File: config.mk
export PLATFORM = sky130hd
export DESIGN_NAME = dsmw_regs
export DESIGN_NICKNAME = d
export VERILOG_FILES = /design/src/hw/rtl/dsmw_pkg.sv /design/src/hw/rtl/dsmw_regs.sv
export SDC_FILE = /design/constraint.sdc
export NUM_CORES = 1
export LEC_CHECK = 0
export BUFFER_PORTS_ARGS = -buffer_cell sky130_fd_sc_hd__buf_2
export CAP_MARGIN = 5
export CORE_MARGIN = 3
export CORE_UTILIZATION = 53
export DETAILED_ROUTE_END_ITERATION = 10
export PLACE_DENSITY = 0.8
export SETUP_SLACK_MARGIN = 0.05
export SLEW_MARGIN = 20
export SYNTH_ARGS = -nofsm -noshare
export SYNTH_HDL_FRONTEND = slang
export SYNTH_SLANG_ARGS = --single-unit
File: constraint.sdc
create_clock -name clk -period 4.7 [get_ports clk]
set_input_delay 0.705 -clock clk [delete_from_list [all_inputs] [get_ports clk]]
set_output_delay 0.705 -clock clk [all_outputs]
set_load 0.01 [all_outputs]
File: src/hw/rtl/dsmw_pkg.sv
// ----------------------------------------------------------------------------
// Dual source merge weight package
// Shared types, register indexes and widths for the merge weight block.
// ----------------------------------------------------------------------------
package dsmw_pkg;

    localparam int TEXELS_Z = 1024;
    localparam int TEXELS_S = 512;

    localparam int COL_W  = 9;
    localparam int ROW_W  = 10;
    localparam int WGT_W  = 17;
    // Bounds and positions: |value| < 2^43 for any register contents.
    localparam int BND_W  = 44;
    localparam int QBIT_W = 17;
    localparam int ADDR_W = 5;
    localparam int QUEUE_DEPTH = 4;
    localparam int QPTR_W = $clog2(QUEUE_DEPTH);

    localparam logic [WGT_W-1:0] ONE_Q16 = WGT_W'(65536);
    localparam logic [ROW_W-1:0] HALF_ROWS = ROW_W'(TEXELS_Z / 2);
    localparam logic signed [31:0] S32_MIN = 32'sh8000_0000;
    localparam logic signed [31:0] S32_MAX = 32'sh7FFF_FFFF;

    localparam logic [2:0] REG_END_OFFSET   = 3'd0;
    localparam logic [2:0] REG_END_SLOPE    = 3'd1;
    localparam logic [2:0] REG_START_OFFSET = 3'd2;
    localparam logic [2:0] REG_START_SLOPE  = 3'd3;
    localparam logic [2:0] REG_FIRST_ROW    = 3'd4;
    localparam logic [2:0] REG_ROW_STEP     = 3'd5;
    localparam logic [2:0] REG_MIN_START    = 3'd6;
    localparam logic [2:0] REG_MAX_END      = 3'd7;

    typedef enum logic [1:0] {
        REGION_BELOW = 2'd0,
        REGION_RAMP  = 2'd1,
        REGION_ABOVE = 2'd2
    } region_t;

    typedef struct packed {
        logic [COL_W-1:0] column_index;
        logic [ROW_W-1:0] row_index;
    } in_t;

    typedef struct packed {
        logic [WGT_W-1:0] weight;
        logic [1:0]       region;
    } out_t;

    typedef struct packed {
        logic signed [31:0] end_offset;
        logic signed [31:0] end_slope;
        logic signed [31:0] start_offset;
        logic signed [31:0] start_slope;
        logic signed [31:0] first_row_position;
        logic [30:0]        row_step;
        logic signed [31:0] min_mix_start;
        logic signed [31:0] max_mix_end;
    } cfg_t;

    typedef struct packed {
        region_t          region;
        logic [WGT_W-1:0] weight;
        logic [BND_W-1:0] num;
        logic [BND_W-1:0] den;
    } qentry_t;

    typedef struct packed {
        logic push;
        logic full;
    } qin_ctl_t;

    typedef struct packed {
        logic pop;
        logic empty;
    } qout_ctl_t;

endpackage

File: src/hw/rtl/dsmw_regs.sv
// ----------------------------------------------------------------------------
// Dual source merge weight configuration registers
// APB register file holding the mix geometry and clamp settings.
// ----------------------------------------------------------------------------
module dsmw_regs
    import dsmw_pkg::*;
(
    input  logic              clk,
    input  logic              rst_n,
    input  logic              psel,
    input  logic              penable,
    input  logic              pwrite,
    input  logic [ADDR_W-1:0] paddr,
    input  logic [31:0]       pwdata,
    output logic [31:0]       prdata,
    output logic              pready,
    output cfg_t              cfg
);

    cfg_t       cfg_reg;
    logic       wr_en;
    logic [2:0] idx;

    assign pready = 1'b1;
    assign wr_en  = psel & penable & pwrite;
    assign idx    = paddr[ADDR_W-1:2];
    assign cfg    = cfg_reg;

    always_ff @(posedge clk or negedge rst_n)
    begin
        if (!rst_n)
        begin
            cfg_reg.end_offset         <= '0;
            cfg_reg.end_slope          <= '0;
            cfg_reg.start_offset       <= '0;
            cfg_reg.start_slope        <= '0;
            cfg_reg.first_row_position <= '0;
            cfg_reg.row_step           <= '0;
            cfg_reg.min_mix_start      <= S32_MIN;
            cfg_reg.max_mix_end        <= S32_MAX;
        end
        else if (wr_en)
        begin
            case (idx)
                REG_END_OFFSET:   cfg_reg.end_offset         <= pwdata;
                REG_END_SLOPE:    cfg_reg.end_slope          <= pwdata;
                REG_START_OFFSET: cfg_reg.start_offset       <= pwdata;
                REG_START_SLOPE:  cfg_reg.start_slope        <= pwdata;
                REG_FIRST_ROW:    cfg_reg.first_row_position <= pwdata;
                REG_ROW_STEP:     cfg_reg.row_step           <= pwdata[30:0];
                REG_MIN_START:    cfg_reg.min_mix_start      <= pwdata;
                REG_MAX_END:      cfg_reg.max_mix_end        <= pwdata;
                default:          cfg_reg.end_offset         <= cfg_reg.end_offset;
            endcase
        end
    end

    always_comb
    begin
        case (idx)
            REG_END_OFFSET:   prdata = cfg_reg.end_offset;
            REG_END_SLOPE:    prdata = cfg_reg.end_slope;
            REG_START_OFFSET: prdata = cfg_reg.start_offset;
            REG_START_SLOPE:  prdata = cfg_reg.start_slope;
            REG_FIRST_ROW:    prdata = cfg_reg.first_row_position;
            REG_ROW_STEP:     prdata = {1'b0, cfg_reg.row_step};
            REG_MIN_START:    prdata = cfg_reg.min_mix_start;
            REG_MAX_END:      prdata = cfg_reg.max_mix_end;
            default:          prdata = '0;
        endcase
    end

endmodule

==> impl_metrics.yaml <==
critical_path:
  arrival_ns: 2.77
  cpMaxStageDelayCell: "buf_4"
  path_cells: "buf_4, or3_2, buf_4, nor2_1, a21oi_1, buf_2"
  r2r-start: "cfg[116]"
  worstPathRequired_ns: 3.99
  cpPeakStageDelay_ns: 0.66
  critPathTopFamily: "buffers and inverters"
  critPathLaunchType: "primary input"
  reg2reg_depth: 1
  crit_type: "in -> out"
  cp-end-kind: "primary output"
  crit_fanout: 67
  r2r_setup_slack_ns: 3.88
  crit_top_cell: "buf_4"
  r2r_end: "cfg[116]"
  crit_buf_inv: 3
clock_network:
  clkTransAtPathRegs_ns: 0.06
  clkLatencyLatePin_ns: 0.52
  cts_tree: "yes"
  clock-sinks: 255
  cts.path.max_buffers: 3
  root_buffer: "clkbuf_16"
  ctsResizeCount: 0
  cts_setup_buffers: 0
  numCtsBuffers: 27
  cts_hold_buf: 0
  htreeDepth: 1
route:
  routed_wl_um: 35340
  drt_iter0_drc: 711
  via_count: 8937
  dr.pass1.iters: 5
  vias_per_cell: 5.880
  drc: 0
  drtAntennaViolNets: 0
  wl_per_cell_um: 23.25
yosys:
  ys_ff_latch: 255
  async_flop_share_pct: 100.0
  yosysUniqueCellTypes: 35
  ys_seq_area_share_pct: 54.71
  synth_nets: 956
  synth-edff-count: 0
  ys_warn_count: 0
  synth_ff_type: "dfrtp_1"
  syn_avg_cell_area_sq_um: 12.84
  syn-cell-area_sq_mm: 0.01174
  postSynthCellCount: 914
place:
  port_buffers: 326
  dp.final_hpwl_um: 22970
  gp_congestion: 0.8422
grt:
  grt_pass1_vias: 9255
  met2_usage_pct: 48.09
  grt_antenna_before_repair: 1
  busiest_layer: "met2"
  grt_use_met1_pct: 38.08
  grt_start_max_net_pins: 141
  grt_pass1_wl_um: 54530
  grt_use_total_pct: 28.79
  grt-ovfl-total: 0
  use_met3_pct: 5.428
pwr:
  p_seq_share_pct: 44.3
  powerDensity_mw_per_mm2: 464.9
  switching_power_w: 0.002055
  switching_share_pct: 30.18
  pwr-share-comb_pct: 23.6
  peakVddDrop_mv: 0.3063
  internal-power_w: 0.004754
  clkPwrFrac_pct: 32.0
  p_leak_nw: 7.209
timing:
  hold_slack_ns: 0.07120
  worst_pin_slew_ns: 0.9052
  slew_headroom_pct: 39.66
  final_max_slew_viol_count: 0
  grt_setup_unrepaired: "no"
  fin_worst_skew_ns: 0
  setup_viol: 0
  hold_viol: 0
  finalCritPeriodShare_pct: 73.96
  min_period_ns: 3.476
  fmax_ghz: 0.2877
  tns_ns: 0
layout:
  synthToLayoutAreaGrowth_pct: 24.82
  largest_reg_flops: 255
  fill_cells: 1571
  final_util_pct: 68.39
  final_layout_size_suffix_gt1_share_pct: 53.62
  final_nets: 1267
die:
  start_util_pct: 54.79
  rows: 53
  core_sq_mm: 0.02142
  die_w_um: 154.8
  die_h_um: 154.8
  die-area_sq_mm: 0.02397
  ios: 330
status:
  status: "completed"
hold_path:
  hold_class: "in -> async"
job:
  drv_cap: 0
## cells in the final DEF (no fill, tap or decap), types with 15 or more instances in the layout
| cell | n |
|---|---|
| dfrtp_1 | 223 |
| nor2_1 | 37 |
| a21oi_1 | 58 |
| nand3_1 | 23 |
| mux2i_1 | 60 |
| dfstp_2 | 32 |
| mux2_1 | 15 |
| nor3b_1 | 23 |
| o21ai_0 | 27 |
| mux2_2 | 236 |
| nand2_1 | 33 |
| a211oi_1 | 25 |
| clkbuf_16 | 27 |
| buf_2 | 322 |
## cells by family after synthesis
family                 Yosys count  share of synthesized area (%)
muxes                          311                          29.20
DFF                            255                          54.71
and+or+nand+nor                143                          6.226
AOI/OAI and AO/OA              134                          6.855
buffers and inverters           70                          2.974
other                            1                        0.03195
## final cells by class
class                   instances  area [sq um]  share of cell area, %
well taps                     275         344.1                  2.349
repair buffers                347          1939                  13.24
clock buffers                  40         784.5                  5.355
clock inverters                 8         122.6                 0.8370
inverters                       5         18.77                 0.1281
flip-flops and latches        255          6421                  43.83
multi-input cells             589          5016                  34.24
diodes                          1         2.502                0.01708
## Yosys cell counts, drive strengths merged, types with 2 or more instances
cell type  count  area, sq um
nand3         23        115.1
clkbuf        14        52.55
dfrtp        223         5580
mux2         251         2826
a21oi         58        290.3
a21o           2        15.01
nor3b         23        172.7
mux2i         60        600.6
a211oi        25        187.7
a22o           5        43.79
o22ai          4        25.02
a221oi         4        35.03
nor2b          3        18.77
nand2         33        123.9
nand2b        11        68.82
nor3           2        26.28
o22a           5        43.79
buf           51        277.8
o21ai         27        135.1
a31oi          2        12.51
inv            5        18.77
nor2          44        170.2
dfstp         32        840.8
## worst max path at each step
| stage | from | end | cells past startpoint |
|---|---|---|---|
| detailed placement | paddr[3] | prdata[30] | 6 |
| finish | paddr[3] | prdata[30] | 6 |
| global placement | paddr[3] | prdata[26] | 6 |
| global route | paddr[3] | prdata[30] | 6 |
| CTS | paddr[3] | prdata[30] | 6 |
| floorplan | paddr[3] | prdata[11] | 7 |
## per-layer routing
metal,vias to the layer above,wire (um)
li1,3928,-
met2,391,17460
met5,-,0
met4,0,1095
met1,4545,14180
met3,73,2606
## power groups by stage
stage                     Combinational (W)  Clock [W]  Sequential (W)
after global placement              0.00157          0         0.00301
after CTS                           0.00162    0.00221         0.00301
after floorplan                    0.000649          0         0.00319
after detailed placement            0.00161          0         0.00304
final                               0.00161    0.00218         0.00302
after global routing                0.00174    0.00231         0.00308
## per-stage QoR
step	instances	total power, W	setup slack, ns	cell area, sq um
after floorplan	914	0.003842	2.153	11740
after global placement	1470	0.004588	1.282	13710
after detailed placement	1470	0.004655	1.256	13710
after CTS	1518	0.006848	1.266	14620
after global routing	1520	0.007124	1.105	14650
final	1520	0.006810	1.224	14650
Power figures use the tool's default switching activity.
