<file path="config.mk">
export PLATFORM = sky130hd
export DESIGN_NAME = dsmw_front
export DESIGN_NICKNAME = d
export VERILOG_FILES = /design/src/hw/rtl/dsmw_pkg.sv /design/src/hw/rtl/dsmw_front.sv
export SDC_FILE = /design/constraint.sdc
export NUM_CORES = 2
export LEC_CHECK = 0
export BUFFER_PORTS_ARGS = -buffer_cell sky130_fd_sc_hd__buf_2
export CORE_MARGIN = 3
export CORE_UTILIZATION = 62
export CTS_CLUSTER_DIAMETER = 120
export CTS_CLUSTER_SIZE = 28
export DETAILED_ROUTE_END_ITERATION = 6
export MAX_ROUTING_LAYER = met4
export PLACE_DENSITY = 0.81
export SLEW_MARGIN = 25
export SYNTH_ARGS = -nofsm -noshare
export SYNTH_HDL_FRONTEND = slang
export SYNTH_SLANG_ARGS = --single-unit
</file>
<file path="constraint.sdc">
create_clock -name clk -period 13.09 [get_ports clk]
set_input_delay 1.9635 -clock clk [delete_from_list [all_inputs] [get_ports clk]]
set_output_delay 1.9635 -clock clk [all_outputs]
set_load 0.05 [all_outputs]
</file>
<file path="src/hw/rtl/dsmw_pkg.sv">
// ----------------------------------------------------------------------------
// Dual source merge weight package
// Shared types, register indexes and widths for the merge weight block.
// ----------------------------------------------------------------------------
package dsmw_pkg;

    localparam int TEXELS_Z = 1024;
    localparam int TEXELS_S = 512;

    localparam int COL_W  = 9;
    localparam int ROW_W  = 10;
    localparam int WGT_W  = 17;
    // Bounds and positions: |value| < 2^43 for any register contents.
    localparam int BND_W  = 44;
    localparam int QBIT_W = 17;
    localparam int ADDR_W = 5;
    localparam int QUEUE_DEPTH = 4;
    localparam int QPTR_W = $clog2(QUEUE_DEPTH);

    localparam logic [WGT_W-1:0] ONE_Q16 = WGT_W'(65536);
    localparam logic [ROW_W-1:0] HALF_ROWS = ROW_W'(TEXELS_Z / 2);
    localparam logic signed [31:0] S32_MIN = 32'sh8000_0000;
    localparam logic signed [31:0] S32_MAX = 32'sh7FFF_FFFF;

    localparam logic [2:0] REG_END_OFFSET   = 3'd0;
    localparam logic [2:0] REG_END_SLOPE    = 3'd1;
    localparam logic [2:0] REG_START_OFFSET = 3'd2;
    localparam logic [2:0] REG_START_SLOPE  = 3'd3;
    localparam logic [2:0] REG_FIRST_ROW    = 3'd4;
    localparam logic [2:0] REG_ROW_STEP     = 3'd5;
    localparam logic [2:0] REG_MIN_START    = 3'd6;
    localparam logic [2:0] REG_MAX_END      = 3'd7;

    typedef enum logic [1:0] {
        REGION_BELOW = 2'd0,
        REGION_RAMP  = 2'd1,
        REGION_ABOVE = 2'd2
    } region_t;

    typedef struct packed {
        logic [COL_W-1:0] column_index;
        logic [ROW_W-1:0] row_index;
    } in_t;

    typedef struct packed {
        logic [WGT_W-1:0] weight;
        logic [1:0]       region;
    } out_t;

    typedef struct packed {
        logic signed [31:0] end_offset;
        logic signed [31:0] end_slope;
        logic signed [31:0] start_offset;
        logic signed [31:0] start_slope;
        logic signed [31:0] first_row_position;
        logic [30:0]        row_step;
        logic signed [31:0] min_mix_start;
        logic signed [31:0] max_mix_end;
    } cfg_t;

    typedef struct packed {
        region_t          region;
        logic [WGT_W-1:0] weight;
        logic [BND_W-1:0] num;
        logic [BND_W-1:0] den;
    } qentry_t;

    typedef struct packed {
        logic push;
        logic full;
    } qin_ctl_t;

    typedef struct packed {
        logic pop;
        logic empty;
    } qout_ctl_t;

endpackage

</file>
<file path="src/hw/rtl/dsmw_front.sv">
// ----------------------------------------------------------------------------
// Dual source merge weight front end
// Three stage pipeline: products, clamped bounds and row position, region.
// ----------------------------------------------------------------------------
module dsmw_front
    import dsmw_pkg::*;
(
    input  logic     clk,
    input  logic     rst_n,
    input  cfg_t     cfg,
    input  logic     in_valid,
    output logic     in_stall,
    input  in_t      in_data,
    input  logic     q_full,
    output qin_ctl_t q_ctl,
    output qentry_t  q_data
);

    logic advance;
    logic s1_valid_reg, s2_valid_reg, s3_valid_reg;

    logic signed [BND_W-1:0] p_end_reg, p_start_reg, p_row_reg;
    logic                    s1_half_reg;
    logic signed [BND_W-1:0] end_reg, start_reg, z_reg;
    logic                    s2_half_reg;
    qentry_t                 entry_reg;

    logic signed [BND_W-1:0] col_x, row_x, step_x;
    logic signed [BND_W-1:0] end_raw, start_raw, z_raw;
    logic signed [BND_W-1:0] end_next, start_next;
    logic signed [BND_W-1:0] min_x, max_x;
    qentry_t                 entry_next;

    assign advance  = !(s3_valid_reg && q_full);
    assign in_stall = !advance;

    assign q_ctl.push = s3_valid_reg && !q_full;
    assign q_ctl.full = q_full;
    assign q_data     = entry_reg;

    assign col_x  = $signed({{(BND_W-COL_W){1'b0}}, in_data.column_index});
    assign row_x  = $signed({{(BND_W-ROW_W){1'b0}}, in_data.row_index});
    assign step_x = $signed({{(BND_W-31){1'b0}}, cfg.row_step});

    always_ff @(posedge clk or negedge rst_n)
    begin
        if (!rst_n)
        begin
            s1_valid_reg <= 1'b0;
            s2_valid_reg <= 1'b0;
            s3_valid_reg <= 1'b0;
        end
        else if (advance)
        begin
            s1_valid_reg <= in_valid;
            s2_valid_reg <= s1_valid_reg;
            s3_valid_reg <= s2_valid_reg;
        end
    end

    // Stage one: the three products.
    always_ff @(posedge clk)
    begin
        if (advance)
        begin
            p_end_reg   <= BND_W'(cfg.end_slope) * col_x;
            p_start_reg <= BND_W'(cfg.start_slope) * col_x;
            p_row_reg   <= row_x * step_x;
            s1_half_reg <= in_data.row_index < HALF_ROWS;
        end
    end

    // Stage two: bounds, clamps and row position.
    always_comb
    begin
        min_x     = BND_W'(cfg.min_mix_start);
        max_x     = BND_W'(cfg.max_mix_end);
        end_raw   = BND_W'(cfg.end_offset) - p_end_reg;
        start_raw = p_start_reg - BND_W'(cfg.start_offset);
        z_raw     = BND_W'(cfg.first_row_position) + p_row_reg;
        start_next = start_raw;
        end_next   = end_raw;
        if (cfg.min_mix_start != S32_MIN && start_raw < min_x)
        begin
            start_next = min_x;
        end
        if (cfg.max_mix_end != S32_MAX && end_raw > max_x)
        begin
            end_next = max_x;
        end
    end

    always_ff @(posedge clk)
    begin
        if (advance)
        begin
            end_reg     <= end_next;
            start_reg   <= start_next;
            z_reg       <= z_raw;
            s2_half_reg <= s1_half_reg;
        end
    end

    // Stage three: classify the texel and form the ramp operands.
    always_comb
    begin
        entry_next.num = BND_W'(end_reg - z_reg);
        entry_next.den = BND_W'(end_reg - start_reg);
        if (z_reg <= start_reg)
        begin
            entry_next.region = REGION_BELOW;
            entry_next.weight = s2_half_reg ? ONE_Q16 : '0;
        end
        else if (z_reg >= end_reg)
        begin
            entry_next.region = REGION_ABOVE;
            entry_next.weight = '0;
        end
        else
        begin
            entry_next.region = REGION_RAMP;
            entry_next.weight = '0;
        end
    end

    always_ff @(posedge clk)
    begin
        if (advance)
        begin
            entry_reg <= entry_next;
        end
    end

endmodule

</file>
==> out/results.ini <==
[outcome]
status = completed

[critical_path]
timing_worst_setup_path_type = in -> reg
required_ps = 13390
crit_fanout = 31
cp-start-kind = input port
cp-end-kind = flop
arrival_ps = 8520

[placement]
gp_congestion = 0.988
dp_cells = 7373
hpwl_um = 123000
portBuffers = 371

[synthesis]
syn_inst = 6015
ys_seq_area_share_pct = 18.9
synth_warnings = 0
synth_ff_type = edfxtp_1
syn_area_mm2 = 0.0560
avgSynthCellArea_um2 = 9.32
yosys_register_bits = 353
postSynth.asyncResetShare_pct = 0.850
synth_edf_count = 350
synth_cell_types = 93

[cts]
holdBufCountCts = 0
htreeDepth = 1
cts_made_buffers = 17
cts_root_buf = clkbuf_16
post_cts_resized = 0
clkLatencyLatePin_ps = 580
clk_path_buf_depth = 3
cts_tree = done
path_clk_slew_ps = 110
cts_sinks = 353
post-cts-setup-buffers = 0

[flow_run]
max_cap_viol_count = 0

[drt]
dr.pass1.iters = 6
vias_per_cell = 5.91
drc_errors = 0
drtAntennaViolNets = 0
drt_iter0_drc = 3569
dr_total_vias = 43800
wl_per_cell_um = 20.1
routed_wirelength_um = 149000

[layout]
drive_gt1_share_pct = 8.55
layout_common_cells = 1,002 x inv_1, 703 x fa_1, 598 x ha_1
fin_util_pct = 66.5
layoutNonFillerInstCount = 7412
nets = 7806
synthToLayoutAreaGrowth_pct = 5.72
layout_commonest_cell = inv_1
largest_register_ffs = 91

[sta]
slew_headroom_pct = 32.7
worst_slew_pin_slew_ps = 1000
finClkSkew_ps = 56.1
post-route-period-util_pct = 62.8
grt_setup_unrepaired = no
final-setup-viol-count = 0
tns_ps = 0
slew_viol_final = 0
period_needed_ps = 8220
max_freq_mhz = 122
finalHoldViolCount = 0

[die]
fp.dieH_um = 307
start_util_pct = 62.9
core_area_mm2 = 0.0891
row_count = 109
die-area_mm2 = 0.0940
io_pins = 388
dieWidth_um = 307

[global_route]
antenna_found_initial = 17
grt_pass1_vias = 44500
grt_pass1_wl_um = 237000
grt_max_degree = 149
grt_usage_pct = 32.8
grt-ovfl-total = 0

[hold_path]
min_path_type = reg -> reg

[stage by stage]
stage | hold slack [ps] | setup WS, ps | area [um2]
detailed placement | 417 | 4430 | 58700
global placement | 402 | 4520 | 58700
CTS | 444 | 5010 | 59200
floorplan | 400 | 3490 | 56100
global route | 448 | 4470 | 59200
finish | 444 | 4870 | 59200
[worst paths after layout]
check                          startpoint       endpoint  slack [ps]  cells past startpoint
max reg2reg                p_start_reg[0]  start_reg[28]        6790                     21
max in group asynchronous           rst_n   s1_valid_reg       11810                      1
max                            in_data[1]  p_row_reg[40]        4870                     23
min                           s1_half_reg    s2_half_reg         440                      0
min in group asynchronous           rst_n   s2_valid_reg        1170                      1
min reg2reg                   s1_half_reg    s2_half_reg         440                      0
[cell usage after synthesis (all sizes together), types with 13 or more instances]
cell,count,area (um2)
a211oi,34,260
a21o,234,1760
a21oi,316,1580
a221oi,13,120
a31oi,44,309
and2,491,3070
and3,44,275
buf,40,221
clkbuf,168,631
edfxtp,350,10500
fa,703,14100
ha,598,7480
inv,1002,3760
mux2,84,946
nand2,589,2210
nand2b,45,282
nand3,72,360
nand4,61,382
nor2,204,766
nor2b,54,345
nor3,58,290
nor4,23,150
o211ai,21,158
o21a,51,383
o21ai,155,780
o21bai,47,353
o31ai,22,180
xnor2,196,1720
xor2,104,911
[worst max-delay path: stages]
cell	delay, ps
buf_2	500
nand2_1	170
fa_1	560
inv_1	50
fa_1	500
inv_1	60
fa_1	530
inv_1	50
fa_1	480
inv_1	50
fa_1	470
inv_1	40
ha_1	340
o21ai_0	270
a21oi_1	120
a221oi_1	630
o311ai_1	390
a31oi_1	490
o31ai_1	170
a221oi_1	280
o21ai_0	140
a21oi_1	190
xnor2_1	70
[final cells by class]
class,count,area [um2]
tap,1165,1460
timing repair buffer,386,1980
sequential,353,10600
clock inverter,5,56.3
clock buffer,22,444
fill,7160,29800
multi-input combinational,4467,40900
antenna,12,30.0
inverter,1002,3760
[layer usage]
| layer | part of all wire, % | track usage (%) |
|---|---|---|
| met5 | 0 | - |
| met4 | 4.2 | 11.8 |
| met3 | 8.7 | 5.95 |
| met2 | 46 | 51.6 |
| met1 | 41 | 42.9 |
[cell families after synthesis]
group,count (synthesis),synth area share [%]
AND/OR/NAND/NOR,1699,15.3
adder cells (fa/ha/maj),1301,38.5
buffers and inverters,1210,8.23
AO/OA/AOI/OAI,1061,12.6
flip-flops,353,18.9
XOR/XNOR,300,4.69
multiplexers,90,1.80
other,1,0.00669
Power is left out: the tool's default activity adds up to more than one toggle a clock period on the data nets, which glitch-free logic cannot reach.
