File: config.mk
export PLATFORM = sky130hd
export DESIGN_NAME = dsmw_queue
export DESIGN_NICKNAME = d
export VERILOG_FILES = /design/src/hw/rtl/dsmw_pkg.sv /design/src/hw/rtl/dsmw_queue.sv
export SDC_FILE = /design/constraint.sdc
export NUM_CORES = 1
export LEC_CHECK = 0
export ABC_CLOCK_PERIOD_IN_PS = 4900
export BUFFER_PORTS_ARGS = -buffer_cell sky130_fd_sc_hd__buf_2
export CORE_MARGIN = 4
export CORE_UTILIZATION = 59
export CTS_BUF_LIST = sky130_fd_sc_hd__clkbuf_8
export CTS_CLUSTER_DIAMETER = 50
export DETAILED_ROUTE_END_ITERATION = 8
export GPL_TIMING_DRIVEN = 0
export HOLD_SLACK_MARGIN = 0.1
export PLACE_DENSITY = 0.87
export SLEW_MARGIN = 25
export SYNTH_ARGS = -nofsm -noshare
export SYNTH_HDL_FRONTEND = slang
export SYNTH_SLANG_ARGS = --single-unit
export TNS_END_PERCENT = 100
File: constraint.sdc
create_clock -name clk -period 4.9 [get_ports clk]
set_clock_uncertainty 0.1 [all_clocks]
set_input_delay 0.245 -clock clk [delete_from_list [all_inputs] [get_ports clk]]
set_output_delay 0.245 -clock clk [all_outputs]
set_load 0.01 [all_outputs]
File: src/hw/rtl/dsmw_pkg.sv
// ----------------------------------------------------------------------------
// Dual source merge weight package
// Shared types, register indexes and widths for the merge weight block.
// ----------------------------------------------------------------------------
package dsmw_pkg;

    localparam int TEXELS_Z = 1024;
    localparam int TEXELS_S = 512;

    localparam int COL_W  = 9;
    localparam int ROW_W  = 10;
    localparam int WGT_W  = 17;
    // Bounds and positions: |value| < 2^43 for any register contents.
    localparam int BND_W  = 44;
    localparam int QBIT_W = 17;
    localparam int ADDR_W = 5;
    localparam int QUEUE_DEPTH = 4;
    localparam int QPTR_W = $clog2(QUEUE_DEPTH);

    localparam logic [WGT_W-1:0] ONE_Q16 = WGT_W'(65536);
    localparam logic [ROW_W-1:0] HALF_ROWS = ROW_W'(TEXELS_Z / 2);
    localparam logic signed [31:0] S32_MIN = 32'sh8000_0000;
    localparam logic signed [31:0] S32_MAX = 32'sh7FFF_FFFF;

    localparam logic [2:0] REG_END_OFFSET   = 3'd0;
    localparam logic [2:0] REG_END_SLOPE    = 3'd1;
    localparam logic [2:0] REG_START_OFFSET = 3'd2;
    localparam logic [2:0] REG_START_SLOPE  = 3'd3;
    localparam logic [2:0] REG_FIRST_ROW    = 3'd4;
    localparam logic [2:0] REG_ROW_STEP     = 3'd5;
    localparam logic [2:0] REG_MIN_START    = 3'd6;
    localparam logic [2:0] REG_MAX_END      = 3'd7;

    typedef enum logic [1:0] {
        REGION_BELOW = 2'd0,
        REGION_RAMP  = 2'd1,
        REGION_ABOVE = 2'd2
    } region_t;

    typedef struct packed {
        logic [COL_W-1:0] column_index;
        logic [ROW_W-1:0] row_index;
    } in_t;

    typedef struct packed {
        logic [WGT_W-1:0] weight;
        logic [1:0]       region;
    } out_t;

    typedef struct packed {
        logic signed [31:0] end_offset;
        logic signed [31:0] end_slope;
        logic signed [31:0] start_offset;
        logic signed [31:0] start_slope;
        logic signed [31:0] first_row_position;
        logic [30:0]        row_step;
        logic signed [31:0] min_mix_start;
        logic signed [31:0] max_mix_end;
    } cfg_t;

    typedef struct packed {
        region_t          region;
        logic [WGT_W-1:0] weight;
        logic [BND_W-1:0] num;
        logic [BND_W-1:0] den;
    } qentry_t;

    typedef struct packed {
        logic push;
        logic full;
    } qin_ctl_t;

    typedef struct packed {
        logic pop;
        logic empty;
    } qout_ctl_t;

endpackage

File: src/hw/rtl/dsmw_queue.sv
// ----------------------------------------------------------------------------
// Dual source merge weight queue
// Small FIFO that decouples the front end from the divider back end.
// ----------------------------------------------------------------------------
module dsmw_queue
    import dsmw_pkg::*;
(
    input  logic      clk,
    input  logic      rst_n,
    input  qin_ctl_t  in_ctl,
    input  qentry_t   wr_data,
    output logic      full,
    input  qout_ctl_t out_ctl,
    output logic      empty,
    output qentry_t   rd_data
);

    qentry_t           mem [QUEUE_DEPTH];
    logic [QPTR_W-1:0] wr_ptr_reg, rd_ptr_reg;
    logic [QPTR_W:0]   count_reg, count_next;

    assign full    = count_reg == (QPTR_W+1)'(QUEUE_DEPTH);
    assign empty   = count_reg == '0;
    assign rd_data = mem[rd_ptr_reg];

    always_comb
    begin
        count_next = count_reg;
        if (in_ctl.push && !out_ctl.pop)
        begin
            count_next = count_reg + 1'b1;
        end
        else if (!in_ctl.push && out_ctl.pop)
        begin
            count_next = count_reg - 1'b1;
        end
    end

    always_ff @(posedge clk or negedge rst_n)
    begin
        if (!rst_n)
        begin
            wr_ptr_reg <= '0;
            rd_ptr_reg <= '0;
            count_reg  <= '0;
        end
        else
        begin
            count_reg <= count_next;
            if (in_ctl.push)
            begin
                wr_ptr_reg <= wr_ptr_reg + 1'b1;
            end
            if (out_ctl.pop)
            begin
                rd_ptr_reg <= rd_ptr_reg + 1'b1;
            end
        end
    end

    always_ff @(posedge clk)
    begin
        if (in_ctl.push)
        begin
            mem[wr_ptr_reg] <= wr_data;
        end
    end

    // Pointer distance must always agree with the fill count.
    assert property (@(posedge clk) disable iff (!rst_n)
        (count_reg == (QPTR_W+1)'(QUEUE_DEPTH)) || (count_reg == '0)
        || (QPTR_W'(wr_ptr_reg - rd_ptr_reg) == count_reg[QPTR_W-1:0]))
        else $error("queue pointers disagree with fill count");

    assert property (@(posedge clk) disable iff (!rst_n)
        in_ctl.push |-> !full || out_ctl.pop)
        else $error("queue written while full");

    assert property (@(posedge clk) disable iff (!rst_n)
        out_ctl.pop |-> !empty)
        else $error("queue read while empty");

    assert property (@(posedge clk) disable iff (!rst_n)
        in_ctl.push && !out_ctl.pop |=> count_reg == $past(count_reg) + 1'b1)
        else $error("fill count did not follow a push");

endmodule

==> impl_results.md <==
* Setup TNS at 0 ns
* Unique masters post-synth at 20
* Minimum clock period at 2.77 ns
* Max_slew headroom at 0.507
* Syn avg cell area at 26.6 µm²
* Period utilisation layout at 0.566
* Slew Limit Fails at 0
* Slew @ Worst Pin at ~0.74 ns
* Worst vdd ir at just over 0.6 mV
* Pleak at about 7.0 nW
* Synth area leader: edfxtp_1
* DRT Wirelength at ~34 mm
* Starting density of the core at 0.603
* Min-Delay Path Class: in2reg
* Synth top area share at 0.813
* # setup viols final at 0
* Worst reg2reg setup slack at 2.85 ns
* Final Hold Fails at 0
* DRT Pass-1 Iters at 5
* Detailed-route wire length per cell at 24.7 µm
* Post-CTS setup buffers at 0
* Dominant cell type by count on the critical path: buf_2
* Placeable Area at roughly 26,000 µm²
* Area grow syn2layout at 25.5%
* Initial antenna violation count at 2
* First-pass GRT wire length at 50.6 mm
* Syn nets at 712
* Crit-path cells: buf_2, buf_2, buf_2, mux4_2, buf_2
* CTS tree: done
* Total congestion overflow at 0
* Seq cells post-synth at 435
* Clock transition at path regs at approximately 0.060 ns
* Clock Latency Late Sink at between 0.5 and 0.6 ns
* Die ar. at 29,500 µm²
* RSZ-0062 raised after global routing: false
* Filler Cell Count at 1,345
* CTS Root Buffer Type: clkbuf_8
* Warnings from Yosys at 0
* Crit path max fanout at 10
* Post-Syn Instances at between 500 and 600
* Remaining DRCs at 0
* Largest net degree at the start of global routing at 43
* Register Area at 13,000 µm²
* CP max stage cell: buf_2
* Synthesized cell area at between 15,000 and 20,000 µm²
* Die H at 172 µm
* DRT antenna net count at 0
* Final net count at around 1,100
* CP Buf/Inv Count at 4
* Multi-input combinational cell area at 2620 µm²
* Setup crit start kind: register
* Vias in the first global route at about 8,700
* Largest stage delay on the critical path at 0.38 ns
* Top Ports at 222
* Maximum clock rate at 0.361 GHz
* Pwr Total at 11.3 mW
* Gpl congestion at 0.691
* Clock buffers created by TritonCTS at a little under 70
* Row cnt at 59
* Worst path required time at 4.55 ns
* Port Buffers at 219
* Max H-tree Level at 3
* Area contributors post-synth: edfxtp_1 (81%), mux4_2 (15%), dfrtp_1 (1.1%)
* CP delay by family, top: buffers and inverters
* Post-DR vias/cell at about 5.7
* Die Wd at 172 µm
* Critical path type: reg2out
* Maxcap violations at 0
* DRT iter0 DRCs at 588
* Gr usage total at 0.232
* Status: finished, final reports clean
* Power Dens Cells at 568 nW/µm²
* CP Capture Type: output port
* CTS sink cnt at 435
* Max FFs per register at 428
* Dpl hpwl at about 19 mm
* CTS Buffer Depth at 3
* Sequential area share after synthesis at 0.825
* Routed via count at 7,940
* Layout cells sized above 1 at 0.414
* WP data arrival at 2.43 ns
==> worst paths after layout <==
kind,from,to,depth (start not counted)
min in group asynchronous,rst_n,count_reg[2]$_DFFE_PN0P_,3
setup / recovery,rd_ptr_reg[1]$_DFFE_PN0P_,rd_data[71],5
hold reg to reg,count_reg[2]$_DFFE_PN0P_,count_reg[2]$_DFFE_PN0P_,1
setup reg to reg,wr_ptr_reg[0]$_DFFE_PN0P_,mem[0][10]$_DFFE_PP_,4
hold / removal,wr_data[63],mem[2][63]$_DFFE_PP_,2
max in group asynchronous,rst_n,wr_ptr_reg[0]$_DFFE_PN0P_,3
==> area by class of cell <==
type,count,share of cell area
clock buffer,70,0.0486
clock inverter,54,0.0124
antenna,2,0.000252
multi-input combinational,130,0.132
tap,335,0.0211
inverter,4,0.000757
timing repair buffer,338,0.120
buffer,24,0.00744
sequential,435,0.657
==> synth_stat cells <==
cell type and n:
edfxtp_1 428, mux4_2 107, buf_2 10, dfrtp_1 7, clkbuf_1 6, buf_4 5
ha_1 5, and2_1 4, inv_1 4, xor2_1 4, buf_6 2, nand2_1 2
xnor2_1 2, buf_8 1, fa_1 1, mux2_2 1, nor2_1 1, nor3_1 1
nor3b_1 1, o21ai_0 1
==> logic make-up after synthesis <==
| kind of cell | after synthesis | synth area share |
|---|---|---|
| xor+xnor | 6 | 0.00333 |
| flops | 435 | 0.825 |
| mux | 108 | 0.153 |
| buf+inv | 28 | 0.0103 |
| compound gates | 1 | 0.000316 |
| fa+ha+maj | 6 | 0.00523 |
| simple gates | 9 | 0.00309 |
==> placed cells by master, fill, tap and decap left out <==
| master | count |
|---|---|
| edfxtp_1 | 428 |
| buf_2 | 229 |
| dlygate4sd3_1 | 111 |
| mux4_2 | 107 |
| clkbuf_8 | 70 |
| inv_1 | 30 |
| clkinv_1 | 18 |
| dfrtp_1 | 7 |
| clkbuf_1 | 6 |
| buf_4 | 5 |
| ha_1 | 5 |
| buf_12 | 5 |
| and2_4 | 4 |
| xor2_1 | 4 |
| inv_8 | 3 |
| clkinv_2 | 3 |
| clkinvlp_4 | 3 |
| buf_16 | 3 |
| diode_2 | 2 |
| buf_6 | 2 |
| xnor2_1 | 2 |
| nand2_1 | 2 |
| buf_8 | 1 |
| nor3_1 | 1 |
| nor3b_1 | 1 |
| mux2_2 | 1 |
| o21ai_0 | 1 |
| nor2_1 | 1 |
| fa_1 | 1 |
| inv_6 | 1 |
==> power by group <==
group | switching, mW | internal [mW]
Combinational | 1.89 | 1.60
Sequential | 0.192 | 4.86
Clock | 1.37 | 1.34
==> repair_timing <==
action | in CTS | in global routing
setup endpoints to repair | 0 | 0
resized for setup | 0 | 0
hold buffers | 111 | 0
hold endpoints to repair | 440 | 0
==> stage by stage <==
stage / cells / hold WS [ns] / util / worst slack [ns] / area [µm²]
6_report: 1392 / 0.317 / 0.757 / 2.13 / 19800
2_1_floorplan: 593 / -0.151 / - / 1.24 / 15800
3_3_place_gp: 1147 / -0.0153 / 0.661 / -0.499 / 17300
4_1_cts: 1390 / 0.275 / 0.757 / 2.04 / 19800
5_1_grt: 1392 / 0.289 / 0.757 / 2.00 / 19800
3_5_place_dp: 1155 / -0.0115 / 0.668 / 2.67 / 17500
==> routing by layer <==
layer	wire [µm]	part of all wire	GRT usage	vias up
met2	18400	0.54	0.398	383
li1	-	-	-	3413
met1	12100	0.35	0.285	4061
met4	1120	0.033	0.0954	0
met3	2680	0.078	0.0600	83
met5	0	0	0	-
(Power assumes the default switching activity.)
